`src/rtl/fhd_pkg.sv`:
```
// Shared types and constants for the frame header deframer.
package fhd_pkg;

    localparam int HEADER_BYTES = 12;
    localparam int COUNT_W      = 4;
    localparam int CFG_INDEX_W  = 8;
    localparam int CFG_DATA_W   = 32;

    // Byte positions inside the header at which each field starts.
    localparam logic [COUNT_W-1:0] VERSION_START = COUNT_W'(4);
    localparam logic [COUNT_W-1:0] TYPE_START    = COUNT_W'(6);
    localparam logic [COUNT_W-1:0] LENGTH_START  = COUNT_W'(8);
    localparam logic [COUNT_W-1:0] LAST_HEADER   = COUNT_W'(HEADER_BYTES - 1);

    // Configuration register indexes.
    localparam logic [CFG_INDEX_W-1:0] CFG_EXPECTED_MAGIC   = CFG_INDEX_W'(0);
    localparam logic [CFG_INDEX_W-1:0] CFG_EXPECTED_VERSION = CFG_INDEX_W'(1);
    localparam logic [CFG_INDEX_W-1:0] CFG_MAX_BODY_LENGTH  = CFG_INDEX_W'(2);

    localparam logic [31:0] MAX_BODY_LENGTH_RESET = 32'd65536;

    // Result kinds.
    localparam logic KIND_HEADER = 1'b0;
    localparam logic KIND_BODY   = 1'b1;

    // Header status codes.
    localparam logic [1:0] STATUS_OK       = 2'd0;
    localparam logic [1:0] STATUS_BAD_ID   = 2'd1;
    localparam logic [1:0] STATUS_TOO_LONG = 2'd2;

    typedef struct packed {
        logic [31:0] expected_magic;
        logic [15:0] expected_version;
        logic [31:0] max_body_length;
    } cfg_t;

    typedef struct packed {
        logic        result_kind;
        logic [1:0]  status;
        logic [15:0] frame_type;
        logic [31:0] body_length;
        logic [7:0]  body_byte;
        logic        last;
    } result_t;

endpackage

```
`src/rtl/fhd_parser.sv`:
```
// Header gathering, header checks and body byte counting for one beat.
module fhd_parser
    import fhd_pkg::*;
(
    input  logic        clk,
    input  logic        rst_n,
    input  logic        accept,
    input  logic [7:0]  in_byte,
    input  cfg_t        cfg,
    output logic        res_valid,
    output result_t     res
);

    logic               in_body_reg, in_body_next;
    logic [COUNT_W-1:0] header_count_reg, header_count_next;
    logic [31:0]        magic_shift_reg, magic_shift_next;
    logic [15:0]        version_shift_reg, version_shift_next;
    logic [15:0]        type_shift_reg, type_shift_next;
    logic [31:0]        length_shift_reg, length_shift_next;
    logic [31:0]        body_remaining_reg, body_remaining_next;

    logic               body_last;
    logic               header_done;
    logic [1:0]         status;
    logic               header_last;

    always_comb
    begin
        magic_shift_next   = magic_shift_reg;
        version_shift_next = version_shift_reg;
        type_shift_next    = type_shift_reg;
        length_shift_next  = length_shift_reg;
        if (!in_body_reg)
        begin
            if (header_count_reg < VERSION_START)
            begin
                magic_shift_next = {magic_shift_reg[23:0], in_byte};
            end
            else if (header_count_reg < TYPE_START)
            begin
                version_shift_next = {version_shift_reg[7:0], in_byte};
            end
            else if (header_count_reg < LENGTH_START)
            begin
                type_shift_next = {type_shift_reg[7:0], in_byte};
            end
            else
            begin
                length_shift_next = {length_shift_reg[23:0], in_byte};
            end
        end
    end

    assign body_last   = (body_remaining_reg <= 32'd1);
    assign header_done = (header_count_reg >= LAST_HEADER);

    // The identity check wins over the length check.
    always_comb
    begin
        if (magic_shift_next != cfg.expected_magic
            || version_shift_next != cfg.expected_version)
        begin
            status = STATUS_BAD_ID;
        end
        else if (length_shift_next > cfg.max_body_length)
        begin
            status = STATUS_TOO_LONG;
        end
        else
        begin
            status = STATUS_OK;
        end
    end

    assign header_last = (status != STATUS_OK) || (length_shift_next == 32'd0);

    always_comb
    begin
        in_body_next        = in_body_reg;
        header_count_next   = header_count_reg;
        body_remaining_next = body_remaining_reg;
        if (in_body_reg)
        begin
            if (body_last)
            begin
                in_body_next        = 1'b0;
                body_remaining_next = 32'd0;
                header_count_next   = '0;
            end
            else
            begin
                body_remaining_next = body_remaining_reg - 32'd1;
            end
        end
        else if (!header_done)
        begin
            header_count_next = header_count_reg + COUNT_W'(1);
        end
        else
        begin
            header_count_next = '0;
            if (!header_last)
            begin
                in_body_next        = 1'b1;
                body_remaining_next = length_shift_next;
            end
        end
    end

    always_comb
    begin
        res.frame_type  = type_shift_next;
        res.body_length = length_shift_next;
        if (in_body_reg)
        begin
            res.result_kind = KIND_BODY;
            res.status      = STATUS_OK;
            res.body_byte   = in_byte;
            res.last        = body_last;
        end
        else
        begin
            res.result_kind = KIND_HEADER;
            res.status      = status;
            res.body_byte   = 8'd0;
            res.last        = header_last;
        end
        res_valid = accept && (in_body_reg || header_done);
    end

    always_ff @(posedge clk or negedge rst_n)
    begin
        if (!rst_n)
        begin
            in_body_reg        <= 1'b0;
            header_count_reg   <= '0;
            magic_shift_reg    <= '0;
            version_shift_reg  <= '0;
            type_shift_reg     <= '0;
            length_shift_reg   <= '0;
            body_remaining_reg <= '0;
        end
        else if (accept)
        begin
            in_body_reg        <= in_body_next;
            header_count_reg   <= header_count_next;
            magic_shift_reg    <= magic_shift_next;
            version_shift_reg  <= version_shift_next;
            type_shift_reg     <= type_shift_next;
            length_shift_reg   <= length_shift_next;
            body_remaining_reg <= body_remaining_next;
        end
    end

endmodule

```
`src/rtl/fhd_out_buf.sv`:
```
// Output register with one skid entry for result beats.
module fhd_out_buf
    import fhd_pkg::*;
(
    input  logic    clk,
    input  logic    rst_n,
    input  logic    push,
    input  result_t push_data,
    output logic    can_push,
    output logic    out_valid,
    input  logic    out_ready,
    output result_t out_data
);

    logic    out_valid_reg, out_valid_next;
    logic    skid_valid_reg, skid_valid_next;
    result_t out_reg, out_next;
    result_t skid_reg, skid_next;
    logic    pop;

    assign pop      = out_valid_reg && out_ready;
    assign can_push = !skid_valid_reg;

    always_comb
    begin
        out_valid_next  = out_valid_reg;
        skid_valid_next = skid_valid_reg;
        out_next        = out_reg;
        skid_next       = skid_reg;
        if (pop || !out_valid_reg)
        begin
            if (skid_valid_reg)
            begin
                out_next        = skid_reg;
                out_valid_next  = 1'b1;
                skid_valid_next = 1'b0;
            end
            else
            begin
                out_next       = push_data;
                out_valid_next = push;
            end
        end
        else if (push)
        begin
            skid_next       = push_data;
            skid_valid_next = 1'b1;
        end
    end

    always_ff @(posedge clk or negedge rst_n)
    begin
        if (!rst_n)
        begin
            out_valid_reg  <= 1'b0;
            skid_valid_reg <= 1'b0;
        end
        else
        begin
            out_valid_reg  <= out_valid_next;
            skid_valid_reg <= skid_valid_next;
        end
    end

    always_ff @(posedge clk)
    begin
        out_reg  <= out_next;
        skid_reg <= skid_next;
    end

    assign out_valid = out_valid_reg;
    assign out_data  = out_reg;

endmodule

```
`src/rtl/frame_header_deframer.sv`:
```
// Top level of the length-prefixed frame header deframer.
//
// The block takes one raw byte per beat and accepts a new byte in every cycle
// as long as its output stage has room. It collects a 12-byte big-endian
// header (32-bit magic, 16-bit version, 16-bit frame type, 32-bit body
// length); header bytes give no result until the last one, which gives a
// header verdict. A wrong magic or version gives status 1, otherwise a length
// above max_body_length gives status 2, and either failure ends the frame
// with last set; the next byte then starts a new header. On success each body
// byte comes out as one result beat, the final one marked last, and a zero
// length header is itself marked last. The result of an accepted byte is
// registered in the output stage, whose register is backed by one skid entry,
// so input ready drops only when a result is already waiting behind a stalled
// output; the rate is one byte per cycle while input ready is high. The user
// must write configuration through cfg_write, cfg_index and cfg_data while
// the stream is idle; the block does not enforce it. Other indexes are ignored.
module frame_header_deframer
    import fhd_pkg::*;
(
    input  logic                   clk,
    input  logic                   rst_n,

    input  logic                   cfg_write,
    input  logic [CFG_INDEX_W-1:0] cfg_index,
    input  logic [CFG_DATA_W-1:0]  cfg_data,

    input  logic                   in_valid,
    output logic                   in_ready,
    input  logic [7:0]             in_byte,

    output logic                   out_valid,
    input  logic                   out_ready,
    output logic                   result_kind,
    output logic [1:0]             status,
    output logic [15:0]            frame_type,
    output logic [31:0]            body_length,
    output logic [7:0]             body_byte,
    output logic                   last
);

    cfg_t    cfg_reg;
    logic    accept;
    logic    res_valid;
    result_t res;
    result_t out_data;

    // Configuration registers. Each write to a listed index lands in the one
    // register it selects; the version register keeps only its low sixteen bits.
    always_ff @(posedge clk or negedge rst_n)
    begin
        if (!rst_n)
        begin
            cfg_reg.expected_magic   <= '0;
            cfg_reg.expected_version <= '0;
            cfg_reg.max_body_length  <= MAX_BODY_LENGTH_RESET;
        end
        else if (cfg_write)
        begin
            case (cfg_index)
                CFG_EXPECTED_MAGIC:   cfg_reg.expected_magic   <= cfg_data;
                CFG_EXPECTED_VERSION: cfg_reg.expected_version <= cfg_data[15:0];
                CFG_MAX_BODY_LENGTH:  cfg_reg.max_body_length  <= cfg_data;
                default:              cfg_reg <= cfg_reg;
            endcase
        end
    end

    // A byte is taken whenever one is offered and the skid entry is free.
    assign accept = in_valid && in_ready;

    fhd_parser u_parser (
        .clk       (clk),
        .rst_n     (rst_n),
        .accept    (accept),
        .in_byte   (in_byte),
        .cfg       (cfg_reg),
        .res_valid (res_valid),
        .res       (res)
    );

    fhd_out_buf u_out_buf (
        .clk       (clk),
        .rst_n     (rst_n),
        .push      (res_valid),
        .push_data (res),
        .can_push  (in_ready),
        .out_valid (out_valid),
        .out_ready (out_ready),
        .out_data  (out_data)
    );

    assign result_kind = out_data.result_kind;
    assign status      = out_data.status;
    assign frame_type  = out_data.frame_type;
    assign body_length = out_data.body_length;
    assign body_byte   = out_data.body_byte;
    assign last        = out_data.last;

endmodule

```
`config.mk`:
```
export PLATFORM = sky130hd
export DESIGN_NAME = frame_header_deframer
export DESIGN_NICKNAME = d
export VERILOG_FILES = /design/src/rtl/fhd_pkg.sv /design/src/rtl/fhd_parser.sv /design/src/rtl/fhd_out_buf.sv /design/src/rtl/frame_header_deframer.sv
export SDC_FILE = /design/constraint.sdc
export NUM_CORES = 1
export LEC_CHECK = 0
export BUFFER_PORTS_ARGS = -buffer_cell sky130_fd_sc_hd__buf_2
export CORE_ASPECT_RATIO = 1.75
export CORE_MARGIN = 3
export CORE_UTILIZATION = 50
export CTS_BUF_LIST = sky130_fd_sc_hd__clkbuf_8 sky130_fd_sc_hd__clkbuf_16
export CTS_CLUSTER_DIAMETER = 40
export DETAILED_ROUTE_END_ITERATION = 7
export PLACE_DENSITY = 0.68
export SLEW_MARGIN = 15
export SYNTH_ARGS = -nofsm -noshare
export SYNTH_HDL_FRONTEND = slang
export SYNTH_SLANG_ARGS = --single-unit
```
`constraint.sdc`:
```
create_clock -name clk -period 15.84 [get_ports clk]
set_clock_uncertainty 0.15 [all_clocks]
set_input_delay 0 -clock clk [delete_from_list [all_inputs] [get_ports clk]]
set_output_delay 0 -clock clk [all_outputs]
set_load 0.1 [all_outputs]
```
Yosys cells after proc, flatten, opt, wreduce, memory -nomap -nowiden

Cells that the tools add are included.
W data, S select, Z words.

Bitwise operators: 1
$add $sub $neg: 2
Equality and inequality tests: 6
Magnitude comparators: 6
Multiplexer cells: 32
Reductions and logical operators: 20

Operator list:

| kind                    | count |
|---|---|
| $mux W32                | 10 |
| $mux W16                | 7 |
| $mux W60                | 1 |
| $gt A32 B32 Y1          | 1 |
| $le A32 B1 Y1 const B   | 1 |
| $logic_not A32 Y1       | 1 |
| $ne A32 B32 Y1          | 1 |
| $sub A32 B1 Y32 const B | 1 |
| $ne A16 B16 Y1          | 1 |
| $mux W4                 | 3 |
| $reduce_and A2 Y1       | 5 |
| $mux W9                 | 1 |
| $eq A8 B1 Y1 const B    | 1 |
| $eq A8 B2 Y1 const B    | 1 |
| $logic_not A8 Y1        | 1 |
| $lt A4 B3 Y1 const B    | 2 |
| $mux W1                 | 7 |
| $reduce_bool A2 Y1      | 3 |
| $add A4 B1 Y4 const B   | 1 |
| $ge A4 B4 Y1 const B    | 1 |
| $logic_or A1 B1 Y1      | 4 |
| $lt A4 B4 Y1 const B    | 1 |
| $mux W2                 | 2 |
| $logic_and A1 B1 Y1     | 3 |
| other kinds (6)         | 7 |

Output and inout port bits: 62
Input bits: 53
Register bits: 335

Logic depth before layout (Yosys ltp)

Depth after elaboration: 13
Depth in mapped cells: 15
Depth with buffers taken out: 11

By module

From an unflattened synthesis, not the netlist that was laid out.

Cells, all modules: 1393
Area total of the unflattened synthesis: 17331.6 um^2

Modules (own cells, without submodules):

| module                | sequential area each (um^2) | cells an instance | instances | area an instance (um^2) |
|---|---|---|---|---|
| fhd_parser            | 3328.2                      | 1022              | 1         | 9539.1 |
| fhd_out_buf           | 3653.5                      | 196               | 1         | 4707.0 |
| frame_header_deframer | 2003.2                      | 175               | 1         | 3085.5 |

Least setup slack after synthesis

No wires, ideal clock.

Path type: reg2reg
Start: register u_out_buf.out_valid_reg (netlist: u_out_buf.out_valid)
End: register u_out_buf.skid_reg[0] in the netlist's numbering, enable pin
Arrival time: 6822 ps
Setup slack: 8316 ps
Period minus slack after synthesis: 7524 ps
Required time: 15138 ps
Library setup time: 552 ps
Buffers on the path: 0
Cell stages (with the launch flop): 3
Path through: dfrtp_1 nand2b_1 nor3_1

Cells in the longest elaborated chain, start to end: 4
Elaborated cells between the ends (all ways): 5

Ends and longest elaborated chain:

| item                                                           | line                                 | source |
|---|---|---|
| from (decl)                                                    | fhd_out_buf.sv:15                    | `logic out_valid_reg, out_valid_next;` |
| from (signal assigned)                                         | fhd_out_buf.sv:60                    | `out_valid_reg <= out_valid_next;` |
| $logic_and A1 B1 Y1 / $logic_not A1 Y1 (equally long branches) | fhd_out_buf.sv:21, fhd_out_buf.sv:30 |  |
| $logic_or A1 B1 Y1 (*)                                         | fhd_out_buf.sv:30                    | `if (pop \|\| !out_valid_reg)` |
| $not A1 Y1 (no line) (*)                                       | n/a                                  |  |
| $reduce_and A2 Y1 (no line) (*)                                | n/a                                  |  |
| to (signal assigned)                                           | fhd_out_buf.sv:68                    | `skid_reg <= skid_next;` |
| to (decl)                                                      | fhd_out_buf.sv:18                    | `result_t skid_reg, skid_next;` |

Every way passes the cells marked *; elsewhere a longest branch is shown, timed or not.
A chain may end at the register's enable or synchronous reset.

==> flow_summary_export.csv <==
group,metric,value,unit
setup_path,cp-start-kind,"flop",
layout,drive_above_1_share,0.267,
logic_synthesis,seq_area_frac_synth,0.539,
worst_hold_path,min_path_type,"in2async",
layout,fill_cells,2661,
power,seq_power_share,0.476,
logic_synthesis,syn_inst,1435,
logic_synthesis,async_flop_share,0.642,
global_routing,grt_overflow,0,
placed_design,gp_congestion,0.866,
logic_synthesis,synth_area_leaders,"dfrtp_1 (32%), edfxtp_1 (22%), mux2_2 (15%)",
layout,largest_reg_flops,80,
run_status,status,"finished, violations left",
setup_path,crit_required,16.12,ns
logic_synthesis,synth_area_per_cell,11.6,sq um
layout,syn2layout_area_growth,15.0,%
floorplanning,dieHeight,248,um
power,vdd_drop_max,89.9,uV
logic_synthesis,synth_edf_count,120,
power,internal-power,1.44,mW
cts,cts_hold_buf,46,
timing,setup_violations,0,
floorplanning,ioPinCount,115,
route,drt-total-wl,44.7,mm
setup_path,crit_chain,"buf_4 > nor2b_2 > buf_4 > mux2_2 > ha_1 > nand4_1 > nor4_1 > nand4_1 > and3_1 > a22o_1 > o41ai_4 > nand2_2 > a221o_1",
power,p_leak,8.62,nW
global_routing,grt_max_degree,108,
setup_path,cpLargestDelayFamily,"simple AND/OR/NAND/NOR gates",
timing,slew_headroom,0.220,
logic_synthesis,yosys_most_used_dff,"dfrtp_1",
floorplanning,die_area,0.0357,sq mm
logic_synthesis,yosysUniqueCellTypes,75,
route,num_vias,11900,
placed_design,io_buffer_count,114,
timing,fin_tns_setup,0,ns
power,p_comb_frac,0.132,
power,p_switching,0.570,mW
logic_synthesis,ys.warnings.count,0,
floorplanning,initial_utilization,0.512,
setup_path,cp_slowest_stage_delay,0.70,ns
timing,worst_pin_slew,1.16,ns
power,clkPwrFrac,0.393,
timing,fmax,171,MHz
setup_path,worstPathArrival,6.11,ns
layout,fin_util,0.589,
global_routing,gr-usage-all-layers,0.252,
power,powerDensity,105,mW/mm^2
job,maxCapViolCount,0,
cts,post_cts_resized,0,
cts,clock_path_buffers,3,
global_routing,grt_pass1_vias,12000,
global_routing,grt_pass1_wl,68.8,mm
cts,htreeDepth,2,
floorplanning,core_area,0.0325,sq mm
logic_synthesis,syn_nets,1523,
setup_path,worst-path-buf-inv,2,
cts,numCtsBuffers,34,
route,remaining_drc_errors,0,
logic_synthesis,ys_seq_elements,335,
layout,antennaDiodeCount,0,
power,swShare,0.283,
timing,rsz0062_at_grt,"no",
layout,nNetsFinal,1659,
timing,hold_ws,-0.00688,ns
global_routing,antenna_found_initial,0,
cts,cts.sinks,335,
placed_design,dp_hpwl,30.7,mm
cts,cts_setup_buffers,0,
setup_path,critPathCaptureType,"flop",
timing,min_period,5.84,ns
cts,cts_tree,"yes",
setup_path,crit_fanout,41,
floorplanning,die_w,144,um
setup_path,cp_slowest_cell,"nor4_1",
cts,clk_pin_slew_worst_paths,0.06,ns
route,first_pass_iters,5,
cts,clk_latency,0.54,ns
logic_synthesis,synth_top_cell_by_area,"dfrtp_1",
route,vias_per_cell,5.94,
route,routedWlPerCell,22.4,um
run_status,violations,"hold timing",
timing,period_share,0.368,
timing,drv_slew,0,
timing,hold_violations,1,
route,ant_nets,0,
route,drt_iter0_drc,732,
floorplanning,row_count,87,
setup_path,path_class,"reg2reg",
cts,cts-root-buf,"clkbuf_16",
logic_synthesis,yosysTopAreaCellShare,0.321,
logic_synthesis,syn_area,0.0167,sq mm
[cell type report]
type / instances / area (sq um) / share of cell area
well taps: 400 / 500 / 0.0261
inverters: 61 / 229 / 0.0119
clock inverters: 27 / 215 / 0.0112
clock buffers: 35 / 876 / 0.0457
multi-input cells: 961 / 7190 / 0.375
repair buffers: 178 / 1170 / 0.0613
flip-flops and latches: 335 / 8990 / 0.469
[final timing paths]
path,startpoint,endpoint,slack [ns],cells after the start
setup / recovery,u_parser.header_count_reg[3],u_parser.body_remaining_reg[15],10.00,13
hold / removal,rst_n,u_parser.body_remaining_reg[22],-0.007,2
setup reg to reg,u_parser.header_count_reg[3],u_parser.body_remaining_reg[15],10.00,13
hold reg to reg,u_parser.type_shift_reg[12],u_parser.type_shift_reg[12],0.32,2
max in group asynchronous,rst_n,u_parser.version_shift_reg[6],13.52,4
min in group clk,cfg_index[1],cfg_reg[0],0.09,4
[cell families after synthesis]
| kind of cell | share of synthesized area |
|---|---|
| simple gates | 0.110 |
| flops | 0.539 |
| mux | 0.180 |
| compound gates | 0.0859 |
| buf+inv | 0.0326 |
| xor+xnor | 0.0263 |
| fa+ha+maj | 0.0263 |
[synthesized netlist by cell type (6+ instances only)]
| library cell | n |
|---|---|
| nor2b_1 | 11 |
| o31ai_1 | 8 |
| nor3_1 | 36 |
| a31oi_1 | 6 |
| ha_1 | 35 |
| edfxtp_1 | 120 |
| nand3_1 | 20 |
| o22ai_1 | 12 |
| o211ai_1 | 9 |
| nand2_1 | 205 |
| o21ai_0 | 41 |
| or4_1 | 7 |
| buf_1 | 9 |
| mux2_2 | 227 |
| or3_1 | 7 |
| xnor2_1 | 26 |
| xor2_1 | 24 |
| dfrtp_1 | 214 |
| a21oi_1 | 41 |
| nand4_1 | 14 |
| clkbuf_1 | 59 |
| inv_1 | 61 |
| buf_2 | 8 |
| a211o_1 | 6 |
| o311ai_0 | 8 |
| nor2_1 | 43 |
| nor4_1 | 20 |
| o21ai_1 | 14 |
| and2_1 | 9 |
| mux2i_1 | 44 |
[cells in the final DEF, fill, tap and decap left out, drive strengths merged, types with 11 or more instances in the layout]
master and count:
o22ai 12, mux2 227, dlygate4sd3 46, nand2 206, nor4 21, dfrtp 214
edfxtp 120, nor2 43, mux2i 44, clkbuf 36, inv 75, nand4 14
nor3 37, xor2 24, nor2b 11, ha 35, xnor2 26, nand3 20
buf 131, o21ai 55, a21oi 41
[through the flow]
step                setup slack (ns)  hold slack, ns  std cells  total power, mW  area (sq um)
finish                         10.00        -0.00688       1997             2.01         19200
global placement               10.23          0.0361       1889             1.23         17600
detailed placement             10.05          0.0380       1889             1.23         17600
CTS                            10.03          0.0356       1997             2.03         19200
global route                    9.74          0.0846       1997             2.09         19200
floorplan                       8.32          -0.446       1435             1.16         16700
[power groups by stage]
stage	Combinational (mW)	Clock [mW]	Sequential [mW]
final	0.265	0.791	0.958
after global routing	0.282	0.842	0.961
after CTS	0.266	0.808	0.958
after detailed placement	0.257	0	0.975
after global placement	0.254	0	0.973
after floorplan	0.0932	0	1.06
[per-layer routing]
| layer | wire (um) | global-route usage | up-vias |
|---|---|---|---|
| li1 | - | - | 5496 |
| met1 | 16900 | 0.296 | 5893 |
| met2 | 23400 | 0.445 | 342 |
| met3 | 1680 | 0.0295 | 127 |
| met4 | 2730 | 0.139 | 0 |
| met5 | 0 | 0 | - |
No activity file was read; power rests on OpenSTA's default activity.
